--- src/hdl/rtch_pkg.sv ---
// Shared types, constants and a saturation helper function of the ray/triangle closest-hit block.
package rtch_pkg;

    // Widths of the internal arithmetic.
    localparam int VW = 33;   // vertex differences and negated direction
    localparam int MW = 34;   // multiplier operand
    localparam int PW = 68;   // multiplier product
    localparam int CW = 67;   // cross product component
    localparam int DW = 104;  // determinants and their accumulator
    localparam int QW = 31;   // saturated quotient
    localparam int LO_SPLIT = 33;  // cross component split point for the dot product

    localparam int QDEPTH = 2;

    typedef enum logic [0:0] {
        OP_RAY = 1'b0,
        OP_TRI = 1'b1
    } t_op;

    localparam logic CFG_MIN_DIST = 1'b0;
    localparam logic CFG_MAX_DIST = 1'b1;

    localparam logic [QW-1:0] MIN_DIST_RST = 31'd655;
    localparam logic [QW-1:0] MAX_DIST_RST = 31'h7FFF_FFFF;

    typedef struct packed {
        t_op                opcode;
        logic signed [31:0] a_x;
        logic signed [31:0] a_y;
        logic signed [31:0] a_z;
        logic signed [31:0] b_x;
        logic signed [31:0] b_y;
        logic signed [31:0] b_z;
        logic signed [31:0] c_x;
        logic signed [31:0] c_y;
        logic signed [31:0] c_z;
        logic               last_triangle;
    } t_in_item;

    typedef struct packed {
        logic               hit;
        logic signed [31:0] hit_x;
        logic signed [31:0] hit_y;
        logic signed [31:0] hit_z;
        logic signed [31:0] hit_distance;
        logic [15:0]        hit_index;
    } t_out_item;

    typedef struct packed {
        logic [QW-1:0] min_dist;
        logic [QW-1:0] max_dist;
    } t_cfg;

    typedef struct packed {
        logic     valid;
        logic     is_tri;
        logic     last;
        t_in_item item;
    } t_work;

    typedef struct packed {
        logic          start;
        logic [DW-1:0] num;
        logic [DW-1:0] den;
    } t_div_req;

    typedef struct packed {
        logic          done;
        logic [QW-1:0] quot;
    } t_div_rsp;

    function automatic logic signed [31:0] sat32(input logic signed [35:0] x);
        logic signed [35:0] s_max;
        logic signed [35:0] s_min;
        s_max = 36'sd2147483647;
        s_min = -36'sd2147483648;
        if (x > s_max) begin
            return 32'sh7FFF_FFFF;
        end else if (x < s_min) begin
            return 32'sh8000_0000;
        end
        return 32'(x);
    endfunction

endpackage

--- src/hdl/rtch_front.sv ---
// Front end: request queue that takes items and classifies them for the engine.
module rtch_front (
    input  logic              i_clk,
    input  logic              i_rst_n,
    input  logic              i_valid,
    output logic              o_stall,
    input  rtch_pkg::t_in_item i_item,
    output rtch_pkg::t_work   o_work,
    input  logic              i_pop
);
    import rtch_pkg::*;

    localparam int PTRW = (QDEPTH > 1) ? $clog2(QDEPTH) : 1;

    t_in_item          r_mem [QDEPTH];
    logic [PTRW-1:0]   r_wr;
    logic [PTRW-1:0]   r_rd;
    logic [PTRW:0]     r_cnt;
    logic              w_push;
    logic              w_pop;

    assign o_stall = (r_cnt == (PTRW+1)'(QDEPTH));
    assign w_push  = i_valid && !o_stall;
    assign w_pop   = i_pop && (r_cnt != '0);

    always_ff @(posedge i_clk) begin
        if (w_push) begin
            r_mem[r_wr] <= i_item;
        end
    end

    always_ff @(posedge i_clk) begin
        if (!i_rst_n) begin
            r_wr  <= '0;
            r_rd  <= '0;
            r_cnt <= '0;
        end else begin
            if (w_push) begin
                r_wr <= (r_wr == PTRW'(QDEPTH - 1)) ? '0 : r_wr + 1'b1;
            end
            if (w_pop) begin
                r_rd <= (r_rd == PTRW'(QDEPTH - 1)) ? '0 : r_rd + 1'b1;
            end
            if (w_push && !w_pop) begin
                r_cnt <= r_cnt + 1'b1;
            end else if (w_pop && !w_push) begin
                r_cnt <= r_cnt - 1'b1;
            end
        end
    end

    always_comb begin
        o_work.valid  = (r_cnt != '0);
        o_work.item   = r_mem[r_rd];
        o_work.is_tri = (r_mem[r_rd].opcode == OP_TRI);
        o_work.last   = r_mem[r_rd].last_triangle;
    end

endmodule

--- config.mk ---
export PLATFORM = sky130hd
export DESIGN_NAME = rtch_front
export DESIGN_NICKNAME = d
export VERILOG_FILES = /design/src/hdl/rtch_pkg.sv /design/src/hdl/rtch_front.sv
export SDC_FILE = /design/constraint.sdc
export NUM_CORES = 1
export LEC_CHECK = 0
export BUFFER_PORTS_ARGS = -buffer_cell sky130_fd_sc_hd__buf_4
export CAP_MARGIN = 25
export CELL_PAD_IN_SITES_DETAIL_PLACEMENT = 1
export CELL_PAD_IN_SITES_GLOBAL_PLACEMENT = 2
export CORE_MARGIN = 1
export CORE_UTILIZATION = 35
export DETAILED_ROUTE_END_ITERATION = 16
export GPL_ROUTABILITY_DRIVEN = 0
export PLACE_DENSITY_LB_ADDON = 0.3
export SLEW_MARGIN = 20
export SYNTH_ARGS = -nofsm -noshare
export SYNTH_HDL_FRONTEND = slang
export SYNTH_SLANG_ARGS = --single-unit
export TNS_END_PERCENT = 20
--- constraint.sdc ---
create_clock -name i_clk -period 19.96 [get_ports i_clk]
set_input_delay 0 -clock i_clk [delete_from_list [all_inputs] [get_ports i_clk]]
set_output_delay 0 -clock i_clk [all_outputs]
set_load 0.01 [all_outputs]
==> flow_metrics.env <==
export IMPL_rows=90
export IMPL_netlist_top_cells_count="edfxtp_1 (580), mux2_2 (190), mux2_4 (100), buf_2 (20), buf_6 (11)"
export IMPL_final_nets=2148
export IMPL_post_cts_resized=0
export IMPL_numPortBuffers=587
export IMPL_fin_crit_sh_pct=17.6
export IMPL_finClkSkew_ns=0.0203
export IMPL_place_ws_ns=16.85
export IMPL_wire_per_inst_um=20.7
export IMPL_r2r_slack_ns=17.18
export IMPL_crit_slowest_cell="buf_4"
export IMPL_slowest_delay_ns=0.79
export IMPL_crit_path_cell_trace="buf_4 > buf_16 > buf_4 > mux2_2 > buf_4"
export IMPL_min_from="i_item[44]"
export IMPL_crit_fanout=51
export IMPL_cpMostUsedCell="buf_4"
export IMPL_antenna_found_initial=6
export IMPL_r2r_end="r_mem[1][263]$_DFFE_PP_"
export IMPL_p_leak_nw=12.1
export IMPL_start_util_pct=35.5
export IMPL_final_cells=2694
export IMPL_hold_depth=2
export IMPL_cp_end_kind="output port"
export IMPL_synth_area_leaders="edfxtp_1 (81%), mux2_2 (9.9%), mux2_4 (7.0%)"
export IMPL_synthArstFlopShare_pct=0
export IMPL_synth_warnings=0
export IMPL_dr_pass1_iters=4
export IMPL_crit_path_start_kind="flop"
export IMPL_synth_largest_area_cell="edfxtp_1"
export IMPL_cp_top_family="buffers and inverters"
export IMPL_worst_pin_slew_ns=1.20
export IMPL_min_path_type="input port to flop"
export IMPL_fin_setup_tns_ns=0
export IMPL_relSlewSlack_pct=20.1
export IMPL_drt_wl_total_um=55900
export IMPL_clockBufferDepth=3
export IMPL_cts_max_level=2
export IMPL_syn_nets=1224
export IMPL_ant_nets=0
export IMPL_power_density_nw_per_um2=119
export IMPL_synth_distinct_cells=22
export IMPL_cts_sinks=585
export IMPL_setup_viol=0
export IMPL_drt_iter0_markers=525
export IMPL_cts_buffers=61
export IMPL_syn_area_per_cell_um2=23.2
export IMPL_dpl_hpwl_um=36000
export IMPL_ir_worst_vdd_v=0.0000792
export IMPL_synth_most_common_cell="edfxtp_1"
export IMPL_hold_viol=0
export IMPL_io_pins=588
export IMPL_dieArea_um2=62500
export IMPL_final_fill_count=5632
export IMPL_synth_edf_count=580
export IMPL_hold_path_end="r_mem[1][44]$_DFFE_PP_"
export IMPL_cts_root_buf="clkbuf_16"
export IMPL_drive_gt1_share_pct=51.6
export IMPL_reg2reg_depth=3
export IMPL_synth_top_area_share_pct=80.9
export IMPL_drv_cap=0
export IMPL_place_inst=2275
export IMPL_ys_seq_area_share_pct=81.3
export IMPL_setup_slack_ns=16.44
export IMPL_crit_type="flop to output port"
export IMPL_die_h_um=250
export IMPL_crit_buf_inv=4
export IMPL_synthCells=929
export IMPL_clock_latency_ns=0.60
export IMPL_syn2layout_area_growth_pct=47.8
export IMPL_viasPerCell=4.53
export IMPL_num_vias=12200
export IMPL_cts_tree="done"
export IMPL_period_needed_ns=3.52
export IMPL_path_depth=5
export IMPL_status="complete, no violations"
export IMPL_core_area_um2=60600
export IMPL_rsz0062_at_grt="no"
export IMPL_crit_required_ns=19.96
export IMPL_route_detailed_drc=0
export IMPL_grt_start_max_net_pins=155
export IMPL_fin_util_pct=52.5
export IMPL_cts_clk_slew_worst_paths_ns=0.06
export IMPL_r2r_start="r_cnt[0]$_SDFFE_PN0P_"
export IMPL_grt_pass1_wl_um=82200
export IMPL_syn_area_um2=21500
export IMPL_ys_ff_latch=585
export IMPL_arrival_ns=3.52
export IMPL_grt_pass1_vias=13500
export IMPL_grt_usage_pct=17.4
export IMPL_chipWidth_um=250
export IMPL_synth_ff_type="edfxtp_1"
export IMPL_fmax_mhz=284
export IMPL_gr_total_overflow=0
export IMPL_final_max_slew_violation_count=0
-- routing by layer --
layer	routed length, um	GRT usage [%]
met1	21500	20.0
met2	29400	30.8
met3	3280	4.55
met4	1710	6.45
met5	0	0
-- cells by family after synthesis --
group           after synthesis  synth area share, %
buf+inv                      36                 1.18
compound gates                5                0.151
flops                       585                 81.3
fa+ha+maj                     1               0.0581
simple gates                  9                0.244
xor+xnor                      3                0.122
mux                         290                 16.9
-- where the power goes --
| part | internal (mW) | switching (mW) |
|---|---|---|
| sequential | 1.55 | 0.0446 |
| combinational | 0.571 | 0.517 |
| clock | 0.649 | 0.463 |
-- worst register-to-register path, delay by kind of cell (launching register included) --
kind	cells	cell delay (ns)
and+or+nand+nor	2	1.02
buffers and inverters	1	0.51
DFF	1	0.40
-- through the flow --
stage / area [um^2] / total power [mW] / hold WS [ns]
final: 31800 / 3.79 / 0.120
after global routing: 31800 / 3.94 / 0.0923
after CTS: 31700 / 3.83 / 0.0712
after detailed placement: 26800 / 2.65 / 0.188
after global placement: 26800 / 2.64 / 0.184
after floorplan: 21500 / 2.23 / 0.0989
-- worst max-delay path by stage --
stage                                from                 endpoint  slack [ns]
finish                               flop               o_work[20]       16.44
global route                         flop               o_work[20]       16.20
CTS                                  flop              o_work[152]       16.18
detailed placement                   flop              o_work[152]       16.85
global placement    r_cnt[0]$_SDFFE_PN0P_  r_mem[0][168]$_DFFE_PP_       16.83
floorplan           r_cnt[0]$_SDFFE_PN0P_        r_wr$_SDFFE_PN0N_        7.41
-- registers in the layout (all words and copies together), names as in the netlist, named ones only --
name / flops
r_mem: 580
r_cnt: 2
r_wr: 1
r_rd: 1
-- repair_timing --
action                                 4_1_cts  5_1_grt
endpoints found under the hold margin      587        0
hold buffers                               294        0
setup buffers                                0        0
-- layout by cell type (no fill, tap or decap), drive strengths merged, types with 2 or more instances in the layout --
master and n:
bufinv 6, o21ai 2, a21boi 2, and2 3, edfxtp 580, dfxtp 5, diode 7, xnor2 2
dlygate4sd3 294, inv 3, mux2 290, clkinv 34, buf 601, clkinvlp 3, clkbuf 71
-- cell type report --
class,count,area [um^2],area share [%]
antenna,7,17.5,0.0550
clock buffer,71,1610,5.05
clock inverter,44,358,1.12
inverter,2,7.51,0.0236
multi-input combinational,308,3780,11.9
sequential,585,17500,55.0
tap,782,978,3.07
timing repair buffer,895,7560,23.8
Power figures use the tool's default switching activity.
